--- config.mk ---
export PLATFORM = sky130hd
export DESIGN_NAME = extended_counter_deadline_timer
export DESIGN_NICKNAME = d
export VERILOG_FILES = /design/src/hdl/ecdt_pkg.sv /design/src/hdl/extended_counter_deadline_timer.sv /design/src/hdl/ecdt_front.sv /design/src/hdl/ecdt_back.sv
export SDC_FILE = /design/constraint.sdc
export NUM_CORES = 2
export LEC_CHECK = 0
export BUFFER_PORTS_ARGS = -buffer_cell sky130_fd_sc_hd__buf_2
export CORE_ASPECT_RATIO = 1.75
export CORE_MARGIN = 4
export CORE_UTILIZATION = 30
export DETAILED_ROUTE_END_ITERATION = 8
export PLACE_DENSITY = 0.53
export SYNTH_ARGS = -nofsm -noshare
export SYNTH_HDL_FRONTEND = slang
export SYNTH_SLANG_ARGS = --single-unit
--- constraint.sdc ---
create_clock -name clk -period 23.2 [get_ports clk]
set_input_delay 1.16 -clock clk [delete_from_list [all_inputs] [get_ports clk]]
set_output_delay 1.16 -clock clk [all_outputs]
set_load 0.03 [all_outputs]
--- src/hdl/ecdt_pkg.sv ---
`timescale 1ns / 1ps
// ----------------------------------------------------------------------------
// ecdt_pkg
// Shared commands, status codes and the command word passed from front to back.
// ----------------------------------------------------------------------------
package ecdt_pkg;

  localparam int unsigned CmdW = 2;
  localparam int unsigned SlotW = 4;
  localparam int unsigned DelayW = 32;
  localparam int unsigned DeadlineW = 64;
  localparam int unsigned RevW = 16;
  localparam int unsigned StatusW = 3;
  localparam int unsigned HighCountW = 32;

  localparam logic [CmdW-1:0] CMD_TICK = 2'd0;
  localparam logic [CmdW-1:0] CMD_REQUEST = 2'd1;
  localparam logic [CmdW-1:0] CMD_CANCEL = 2'd2;
  localparam logic [CmdW-1:0] CMD_READ = 2'd3;

  localparam logic [StatusW-1:0] ST_ACCEPTED = 3'd0;
  localparam logic [StatusW-1:0] ST_PASSED = 3'd1;
  localparam logic [StatusW-1:0] ST_STALE = 3'd2;
  localparam logic [StatusW-1:0] ST_BUSY = 3'd3;
  localparam logic [StatusW-1:0] ST_CANCELLED = 3'd4;
  localparam logic [StatusW-1:0] ST_NOT_PENDING = 3'd5;
  localparam logic [StatusW-1:0] ST_COUNT = 3'd6;
  localparam logic [StatusW-1:0] ST_EXPIRED = 3'd7;

  localparam logic CFG_CLOCK_REVISION = 1'b0;
  localparam logic CFG_KEEP_RUNNING = 1'b1;

  typedef struct packed {
    logic [CmdW-1:0] cmd;
    logic [SlotW-1:0] slot;
    logic [DelayW-1:0] delay;
    logic [DeadlineW-1:0] deadline;
    logic rev_ok;
  } cmd_word_t;

endpackage

--- src/hdl/extended_counter_deadline_timer.sv ---
`timescale 1ns / 1ps
// ----------------------------------------------------------------------------
// extended_counter_deadline_timer
// Deadline timer with a merged extended tick count and a slot table.
// ----------------------------------------------------------------------------
// Channel   Direction  Word
// in_       input      cmd, slot, delay, deadline, request_revision
// out_      output     status, slot_out, count_value, last
// cfg_      input      index, data
//
// Request, cancel and read pass through the queue and then execute in the back
// end. A tick runs the deadline scan, one slot per cycle, and scans again after
// each expiring slot it finds, up to the sixteenth. An expiry word waits in a
// staging register until the next scan shows whether another one follows.
// Reset is synchronous and needs no clearing pass. A two-word queue lets input
// arrive while the back end waits on output.
module extended_counter_deadline_timer #(
  parameter int SLOTS = 16,
  parameter int LOW_COUNT_WIDTH = 24
) (
  input  logic                                           clk,
  input  logic                                           rst_n,
  input  logic                                           in_valid,
  output logic                                           in_ready,
  input  logic [ecdt_pkg::CmdW-1:0]                      in_cmd,
  input  logic [ecdt_pkg::SlotW-1:0]                     in_slot,
  input  logic [ecdt_pkg::DelayW-1:0]                    in_delay,
  input  logic [ecdt_pkg::DeadlineW-1:0]                 in_deadline,
  input  logic [ecdt_pkg::RevW-1:0]                      in_request_revision,
  output logic                                           out_valid,
  input  logic                                           out_ready,
  output logic [ecdt_pkg::StatusW-1:0]                   out_status,
  output logic [ecdt_pkg::SlotW-1:0]                     out_slot_out,
  output logic [LOW_COUNT_WIDTH+ecdt_pkg::HighCountW-1:0] out_count_value,
  output logic                                           out_last,
  input  logic                                           cfg_valid,
  output logic                                           cfg_ready,
  input  logic                                           cfg_index,
  input  logic [ecdt_pkg::RevW-1:0]                      cfg_data
);

  logic [ecdt_pkg::RevW-1:0] rev_r;
  logic keep_r;
  logic q_valid, q_ready;
  ecdt_pkg::cmd_word_t q_word;

  assign cfg_ready = 1'b1;

  always_ff @(posedge clk) begin
    if (!rst_n) begin
      rev_r <= 16'd1;
      keep_r <= 1'b0;
    end else if (cfg_valid && cfg_ready) begin
      if (cfg_index == ecdt_pkg::CFG_CLOCK_REVISION) rev_r <= cfg_data;
      if (cfg_index == ecdt_pkg::CFG_KEEP_RUNNING) keep_r <= cfg_data[0];
    end
  end

  ecdt_front u_front (
    .clk, .rst_n, .in_valid, .in_ready, .in_cmd, .in_slot, .in_delay,
    .in_deadline, .in_request_revision, .clock_revision(rev_r),
    .q_valid, .q_ready, .q_word
  );

  ecdt_back #(.SLOTS(SLOTS), .LOW_COUNT_WIDTH(LOW_COUNT_WIDTH)) u_back (
    .clk, .rst_n, .q_valid, .q_ready, .q_word, .keep_running(keep_r),
    .out_valid, .out_ready, .out_status, .out_slot_out, .out_count_value,
    .out_last
  );

endmodule

--- src/hdl/ecdt_front.sv ---
`timescale 1ns / 1ps
// ----------------------------------------------------------------------------
// ecdt_front
// Accepts input words, checks the revision and queues them for the back end.
// ----------------------------------------------------------------------------
module ecdt_front (
  input  logic                                clk,
  input  logic                                rst_n,
  input  logic                                in_valid,
  output logic                                in_ready,
  input  logic [ecdt_pkg::CmdW-1:0]           in_cmd,
  input  logic [ecdt_pkg::SlotW-1:0]          in_slot,
  input  logic [ecdt_pkg::DelayW-1:0]         in_delay,
  input  logic [ecdt_pkg::DeadlineW-1:0]      in_deadline,
  input  logic [ecdt_pkg::RevW-1:0]           in_request_revision,
  input  logic [ecdt_pkg::RevW-1:0]           clock_revision,
  output logic                                q_valid,
  input  logic                                q_ready,
  output ecdt_pkg::cmd_word_t                 q_word
);

  ecdt_pkg::cmd_word_t mem_r [2];
  logic       wp_r, wp_nxt, rp_r, rp_nxt;
  logic [1:0] cnt_r, cnt_nxt;
  logic       push, pop;
  ecdt_pkg::cmd_word_t w;

  assign in_ready = (cnt_r != 2'd2);
  assign push = in_valid && in_ready;
  assign q_valid = (cnt_r != 2'd0);
  assign pop = q_valid && q_ready;
  assign q_word = mem_r[rp_r];

  always_comb begin
    w.cmd = in_cmd;
    w.slot = in_slot;
    w.delay = in_delay;
    w.deadline = in_deadline;
    w.rev_ok = (in_request_revision == '0) || (in_request_revision == clock_revision);
    wp_nxt = push ? ~wp_r : wp_r;
    rp_nxt = pop ? ~rp_r : rp_r;
    cnt_nxt = cnt_r + {1'b0, push} - {1'b0, pop};
  end

  always_ff @(posedge clk) begin
    if (!rst_n) begin
      wp_r <= 1'b0;
      rp_r <= 1'b0;
      cnt_r <= 2'd0;
    end else begin
      wp_r <= wp_nxt;
      rp_r <= rp_nxt;
      cnt_r <= cnt_nxt;
    end
    if (push) begin
      mem_r[wp_r] <= w;
    end
  end

endmodule

--- src/hdl/ecdt_back.sv ---
`timescale 1ns / 1ps
// ----------------------------------------------------------------------------
// ecdt_back
// Holds the count and the slot table, executes commands and scans expiries.
// ----------------------------------------------------------------------------
module ecdt_back #(
  parameter int SLOTS = 16,
  parameter int LOW_COUNT_WIDTH = 24
) (
  input  logic                                          clk,
  input  logic                                          rst_n,
  input  logic                                          q_valid,
  output logic                                          q_ready,
  input  ecdt_pkg::cmd_word_t                           q_word,
  input  logic                                          keep_running,
  output logic                                          out_valid,
  input  logic                                          out_ready,
  output logic [ecdt_pkg::StatusW-1:0]                  out_status,
  output logic [ecdt_pkg::SlotW-1:0]                    out_slot_out,
  output logic [LOW_COUNT_WIDTH+ecdt_pkg::HighCountW-1:0] out_count_value,
  output logic                                          out_last
);

  localparam int CountW = LOW_COUNT_WIDTH + ecdt_pkg::HighCountW;
  localparam int IdxW = (SLOTS > 1) ? $clog2(SLOTS) : 1;

  typedef enum logic [1:0] {S_IDLE, S_SCAN, S_EMIT} state_t;

  state_t state_r;
  logic [CountW-1:0] count_r;
  logic [SLOTS-1:0] pend_r;
  logic [63:0] dl_r [SLOTS];
  logic [IdxW-1:0] idx_r, best_r;
  logic best_ok_r;
  logic [63:0] best_dl_r;
  logic [4:0] nexp_r;
  logic [ecdt_pkg::SlotW-1:0] stg_r;
  logic ovalid_r, olast_r;
  logic [ecdt_pkg::StatusW-1:0] ostat_r;
  logic [ecdt_pkg::SlotW-1:0] oslot_r;

  logic out_free, slot_in, emit;
  logic [IdxW-1:0] sidx;
  logic [63:0] cnt64, when_v, dl_i;
  logic cand;

  assign out_free = !ovalid_r || out_ready;
  assign q_ready = (state_r == S_IDLE) && out_free;
  assign out_valid = ovalid_r;
  assign out_status = ostat_r;
  assign out_slot_out = oslot_r;
  assign out_count_value = count_r;
  assign out_last = olast_r;

  always_comb begin
    slot_in = ({{(32-ecdt_pkg::SlotW){1'b0}}, q_word.slot} < 32'(SLOTS));
    sidx = IdxW'(q_word.slot);
    cnt64 = 64'(count_r);
    when_v = (q_word.delay != '0) ? cnt64 + 64'(q_word.delay) : q_word.deadline;
    dl_i = dl_r[idx_r];
    cand = pend_r[idx_r] && (dl_i <= cnt64) && (!best_ok_r || dl_i < best_dl_r);
    emit = out_free &&
           (((state_r == S_IDLE) && q_valid && (q_word.cmd != ecdt_pkg::CMD_TICK)) ||
            ((state_r == S_EMIT) && (nexp_r != '0)));
  end

  always_ff @(posedge clk) begin
    if (!rst_n) begin
      state_r <= S_IDLE;
      count_r <= '0;
      pend_r <= '0;
      ovalid_r <= 1'b0;
      idx_r <= '0;
      best_ok_r <= 1'b0;
      nexp_r <= '0;
    end else begin
      ovalid_r <= emit || (ovalid_r && !out_ready);
      case (state_r)
        S_IDLE: begin
          if (q_valid && out_free) begin
            case (q_word.cmd)
              ecdt_pkg::CMD_TICK: begin
                if ((pend_r != '0) || keep_running) count_r <= count_r + 1'b1;
                idx_r <= '0;
                best_ok_r <= 1'b0;
                nexp_r <= '0;
                state_r <= S_SCAN;
              end
              ecdt_pkg::CMD_REQUEST: begin
                olast_r <= 1'b1;
                oslot_r <= q_word.slot;
                if (!q_word.rev_ok) begin
                  ostat_r <= ecdt_pkg::ST_STALE;
                end else if (!slot_in || pend_r[sidx]) begin
                  ostat_r <= ecdt_pkg::ST_BUSY;
                end else if (when_v <= cnt64) begin
                  ostat_r <= ecdt_pkg::ST_PASSED;
                end else begin
                  ostat_r <= ecdt_pkg::ST_ACCEPTED;
                  pend_r[sidx] <= 1'b1;
                  dl_r[sidx] <= when_v;
                end
              end
              ecdt_pkg::CMD_CANCEL: begin
                olast_r <= 1'b1;
                oslot_r <= q_word.slot;
                if (slot_in && pend_r[sidx]) begin
                  pend_r[sidx] <= 1'b0;
                  ostat_r <= ecdt_pkg::ST_CANCELLED;
                end else begin
                  ostat_r <= ecdt_pkg::ST_NOT_PENDING;
                end
              end
              default: begin
                olast_r <= 1'b1;
                ostat_r <= ecdt_pkg::ST_COUNT;
                oslot_r <= '0;
              end
            endcase
          end
        end
        S_SCAN: begin
          if (cand) begin
            best_ok_r <= 1'b1;
            best_r <= idx_r;
            best_dl_r <= dl_i;
          end
          if (32'(idx_r) == SLOTS - 1) begin
            state_r <= S_EMIT;
          end else begin
            idx_r <= idx_r + 1'b1;
          end
        end
        S_EMIT: begin
          if (!best_ok_r && (nexp_r == '0)) begin
            state_r <= S_IDLE;
          end else if (out_free) begin
            if (nexp_r != '0) begin
              ostat_r <= ecdt_pkg::ST_EXPIRED;
              oslot_r <= stg_r;
              olast_r <= !best_ok_r;
            end
            if (!best_ok_r) begin
              state_r <= S_IDLE;
            end else begin
              pend_r[best_r] <= 1'b0;
              stg_r <= ecdt_pkg::SlotW'(best_r);
              nexp_r <= nexp_r + 1'b1;
              best_ok_r <= 1'b0;
              if (nexp_r != 5'd15) begin
                idx_r <= '0;
                state_r <= S_SCAN;
              end
            end
          end
        end
        default: state_r <= S_IDLE;
      endcase
    end
  end

endmodule

* After elaboration in Yosys (flattened, before gate mapping)
Memories as Yosys holds them, arrays and structs flattened. A register that Yosys moved wholly into a read port is not among the register bits.
Index checks and enable logic that the tools add are counted.
Widths: inputs -> output; s select.
** Operators by class
- Bitwise logic cells :: 9
- Multiply operators :: 0
- Divide/modulo/power cells :: 0
- Shifts and indexed selects :: 0
- Reduce and logical (&&, ||, !) cells :: 46
- Magnitude comparators :: 8
- Muxes and demuxes :: 83
- Equal/unequal tests :: 26
- $add $sub $neg :: 6
** Operators by type and width (count)
- $le 64x56->1 :: 2
- $mux 16 :: 8
- $lt 64x64->1 :: 1
- $mux 64 :: 1
- $pmux 16 s2 :: 2
- $add 56x32->57 :: 1
- $add 56x1->56 const B :: 1
- $mux 4 :: 13
- $and 16x16->16 :: 2
- $not 16->16 :: 2
- $reduce_bool 32->1 :: 1
- $mux 1 :: 28
- $mux 5 :: 5
- $mux 3 :: 6
- $eq 16x16->1 :: 1
- $logic_not 16->1 :: 1
- $ne 2x2->1 const B :: 8
- $or 16x16->16 :: 1
- $pmux 4 s2 :: 2
- $reduce_bool 16->1 :: 1
- $lt 4x5->1 const B :: 3
- $logic_and 1x1->1 :: 14
- $mux 2 :: 7
- $ne 3x3->1 const B :: 4
- other kinds (38) :: 63
** Storage, ports and cells
- Memory bits (read-only) :: 0
- Bits of input ports :: 140
- Register bits after elaboration :: 186
- RAM bits :: 1230
- Output and inout bits :: 67
- Memories :: 2
- Bits in latches :: 0
** Memories
- u_back.dl_r :: words 16, bits a word 64, read ports 1, clocked after memory_dff 1, wr ports 1, line ecdt_back.sv:32 : logic [63:0] dl_r [SLOTS];
- u_front.mem_r :: words 2, bits a word 103, read ports 1, clocked after memory_dff 1, wr ports 1, line ecdt_front.sv:22 : ecdt_pkg::cmd_word_t mem_r [2];

* Logic depth before layout (Yosys ltp)
- Word-level depth :: 11
- Depth in mapped cells :: 29
- Mapped depth without buffers :: 25

* Modules after synthesis
From an unflattened synthesis, not the netlist that was laid out.
** Unflattened totals
- Cells, all modules :: 3582
- Area, all modules :: 61337.6 µm²
** Modules (own cells, without submodules)
- ecdt_back :: area each 52726.8 µm², cells an instance 3134, instances 1, sequential area each 34933.5 µm²
- ecdt_front :: area each 7891.3 µm², cells an instance 370, instances 1, sequential area each 6286.0 µm²
- extended_counter_deadline_timer :: area each 719.4 µm², cells an instance 78, instances 1, sequential area each 340.3 µm²

* Worst setup path before layout
OpenSTA, ideal clock, no wires.
- Kind :: flip-flop to flip-flop
- From :: reg with a tool-made name
- To :: mem u_back.dl_r[10][0] (enable)
- Cell stages (with the launch flop) :: 29
- Required time :: 22.714 ns
- Arrival :: 9.190 ns
- Path slack :: 13.524 ns
- Clock period less this slack :: 9.676 ns
- Cells stage by stage :: dfxtp_1 buf_4 buf_2 clkbuf_1 clkbuf_1 mux2i_1 fa_1 nand2b_1 a21oi_1 o21ai_0 a21boi_0 o31a_1 nor2b_1 o21a_1 clkbuf_1 nand2_1 xnor2_1 a21oi_1 ha_1 and4_1 nor4bb_1 nand2_1 nor3b_1 a211oi_1 a211o_1 o21ai_0 nand4_1 buf_2 nor2_1
** RTL lines (line)
- end, declared :: ecdt_back.sv:32

==> reports/results.ini <==
[clock_network]
clkLatencyLatePin_ns = 0.75
cts_setup_buffers = 0
cts_sinks = 1421
cts_max_level = 3
cts_resized = 0
numCtsBuffers = 120
clockBufferDepth = 3
cts_tree = built
cts_hold_buffers = 0
cts-root-buf = clkbuf_16
cts.clk_slew.worst_paths_ns = 0.07

[drt]
wl_um = 191400
via_per_inst = 5.158
vias = 34280
drc_errors = 0
drt_iter0_markers = 2675
detail-route-antenna-nets = 0
wl_per_cell_um = 28.80
drt_pre_antenna_iters = 8

[floorplan]
core.rowCount = 218
fp.dieArea_mm2 = 0.2113
initial_core_util = 0.3024
die_h_um = 605.1
core-area_mm2 = 0.2021
io_pins = 207
dieWidth_um = 349.2

[placement]
numPortBuffers = 205
pre_cts_ws_ns = 11.73
gp_congestion = 0.8758
dp.cells = 6410
hpwl_um = 134700

[critical_path]
crit_slowest_cell = a21oi_1
critPathMaxStageDelay_ns = 1.03
cpLargestDelayFamily = compound AO/OA/AOI/OAI gates
worst-path-buf-inv = 5
cp-start-kind = flip-flop
path_common_cell = buf_4
worstSetupEndpointType = flip-flop
worstPathArrival_ns = 11.78
crit_required_ns = 23.57
cp_max_fo = 55
crit_type = reg2reg

[synth]
synthMuxAreaShare = 0.1368
yosys.area_share.simple = 0.05672
ys_ff_latch = 1421
ys_warn_count = 0
synth_compound_area_frac = 0.04600
synth_edf_count = 1310
synth_xor_area_frac = 0.01734
seq_area_frac_synth = 0.6800
mappedNetlistNets = 3980
synth.cell_area_mm2 = 0.06112
ys_async_sr_fraction = 0
ys_types = 82
synth_fa_ha_area_frac = 0.04475
synth-main-ff-cell = edfxtp_1
synth_top_family_by_area = multiplexers
avgSynthCellArea_um2 = 16.87
syn_inst = 3622

[timing]
layout_min_cycle_time_ns = 11.41
fin_ws_ns = 11.79
rsz0062_at_grt = no
max_slew_margin = 0.07142
post-route-period-util = 0.4920
final.setup.tns_ns = 0
setup_violations = 0
drv_slew = 0
tightest_slew_ns = 1.393
fmax_ghz = 0.08761
skew_ns = 0.03313
hold_viol_final = 0

[final_layout]
multi_input_area_mm2 = 0.01871
fin_util = 0.3453
regArea_mm2 = 0.04158
layout_common_cells = 1,310 x edfxtp_1, 324 x mux4_2, 217 x ha_1, 205 x buf_2, 199 x nand2_1
drive_gt1_frac = 0.2289
n_fill_cell = 19230
layout_commonest_cell = edfxtp_1
nets = 4251
stdcell_count = 6647
syn_to_final_growth_pct = 14.20

[global_route]
grt_pass1_vias = 35440
grt_pass1_wl_um = 269500
grt_max_degree = 95
antenna_found_initial = 20
overflow = 0
grt_usage = 0.1788

[outcome]
status = complete, no violations

[pwr]
power.density_mw_per_mm2 = 84.53
p_leak_nw = 23.47
ir_worst_vdd_v = 0.00006584
totalPowerFinal_mw = 5.900

[run]
drv_cap = 0

[hold_path]
min_path_type = reg2reg

-- logic make-up (layout without fill, tap and decap cells) --
family	Yosys count	in the layout
multiplexers	424	424
AND/OR/NAND/NOR	708	708
flip-flops	1421	1421
other	1	11
buffers and inverters	284	659
adder cells (fa/ha/maj)	218	218
AO/OA/AOI/OAI	445	445
XOR/XNOR	121	121
-- area by class of cell --
class	instances	share of cell area
Tap cell	2640	0.04732
Clock inverter	86	0.01230
Multi-Input combinational cell	1917	0.2681
Timing Repair Buffer	295	0.02474
Sequential cell	1421	0.5957
Antenna cell	10	0.0003585
Inverter	138	0.007457
Clock buffer	140	0.04410
-- tightest hold or removal path, delay by kind of cell (launching register included) --
family | cells | cell delay, ns
compound gates | 1 | 0.05
flops | 1 | 0.31
simple gates | 1 | 0.05
-- synth_stat cells, drive strengths merged (11+ instances only) --
library cell,number,area share
nor2,171,0.011
and4,11,0.0016
clkbuf,96,0.0059
and3,19,0.0020
xnor2,91,0.013
inv,138,0.0085
a21o,44,0.0054
o31ai,32,0.0039
xor2,30,0.0043
nor2b,41,0.0042
nand3,84,0.0069
edfxtp,1310,0.64
o21ai,81,0.0066
nand4,57,0.0058
nand2,200,0.012
buf,50,0.0040
nor4,32,0.0033
nand2b,19,0.0019
nor3,38,0.0033
mux4,325,0.12
mux2i,66,0.011
o22a,15,0.0021
a211oi,33,0.0041
dfxtp,111,0.036
a21oi,167,0.014
mux2,33,0.0061
ha,217,0.044
-- metrics by stage --
stage	instance area [um2]	hold WS, ns
6_report	69800	0.4661
5_1_grt	69780	0.4959
4_1_cts	69770	0.4705
3_5_place_dp	65830	0.4619
3_3_place_gp	65830	0.4567
2_1_floorplan	61120	0.4064
-- where the power goes --
group	total, mW	internal, mW	switching (mW)
combinational	0.823	0.248	0.575
clock	2.07	1.11	0.954
sequential	3.01	2.96	0.0474
-- registers in the layout, summed over array words and instances, names as in the netlist, named ones only --
signal,count
u_front.mem_r,206
u_back.best_r,4
u_back.idx_r,4
u_back.best_dl_r,64
keep_r,1
u_back.nexp_r,5
rev_r,16
u_front.wp_r,1
u_back.stg_r,4
u_back.best_ok_r,1
u_back.out_status,3
u_back.state_r,2
u_back.dl_r,1024
u_back.out_slot_out,4
u_front.rp_r,1
u_back.out_valid,1
u_back.out_count_value,56
u_front.cnt_r,2
u_back.out_last,1
-- routing by layer --
layer,wire [um],global-route usage,share of wire,up-vias
met4,9948,0.08481,0.052,16
met1,68580,0.1970,0.36,17970
met5,103,0,0.00054,-
met3,9442,0.02747,0.049,305
met2,103300,0.3343,0.54,1040
li1,-,-,-,14950
-- worst paths after layout --
kind | start | end | slack (ns) | cells after the start
setup / recovery | flip-flop | u_back.dl_r[13][51] | 11.79 | 27
hold / removal | rev_r[6] | rev_r[6] | 0.47 | 2
setup reg to reg | flip-flop | u_back.dl_r[13][51] | 11.79 | 27
hold reg to reg | rev_r[6] | rev_r[6] | 0.47 | 2
Power figures use the tool's default switching activity.
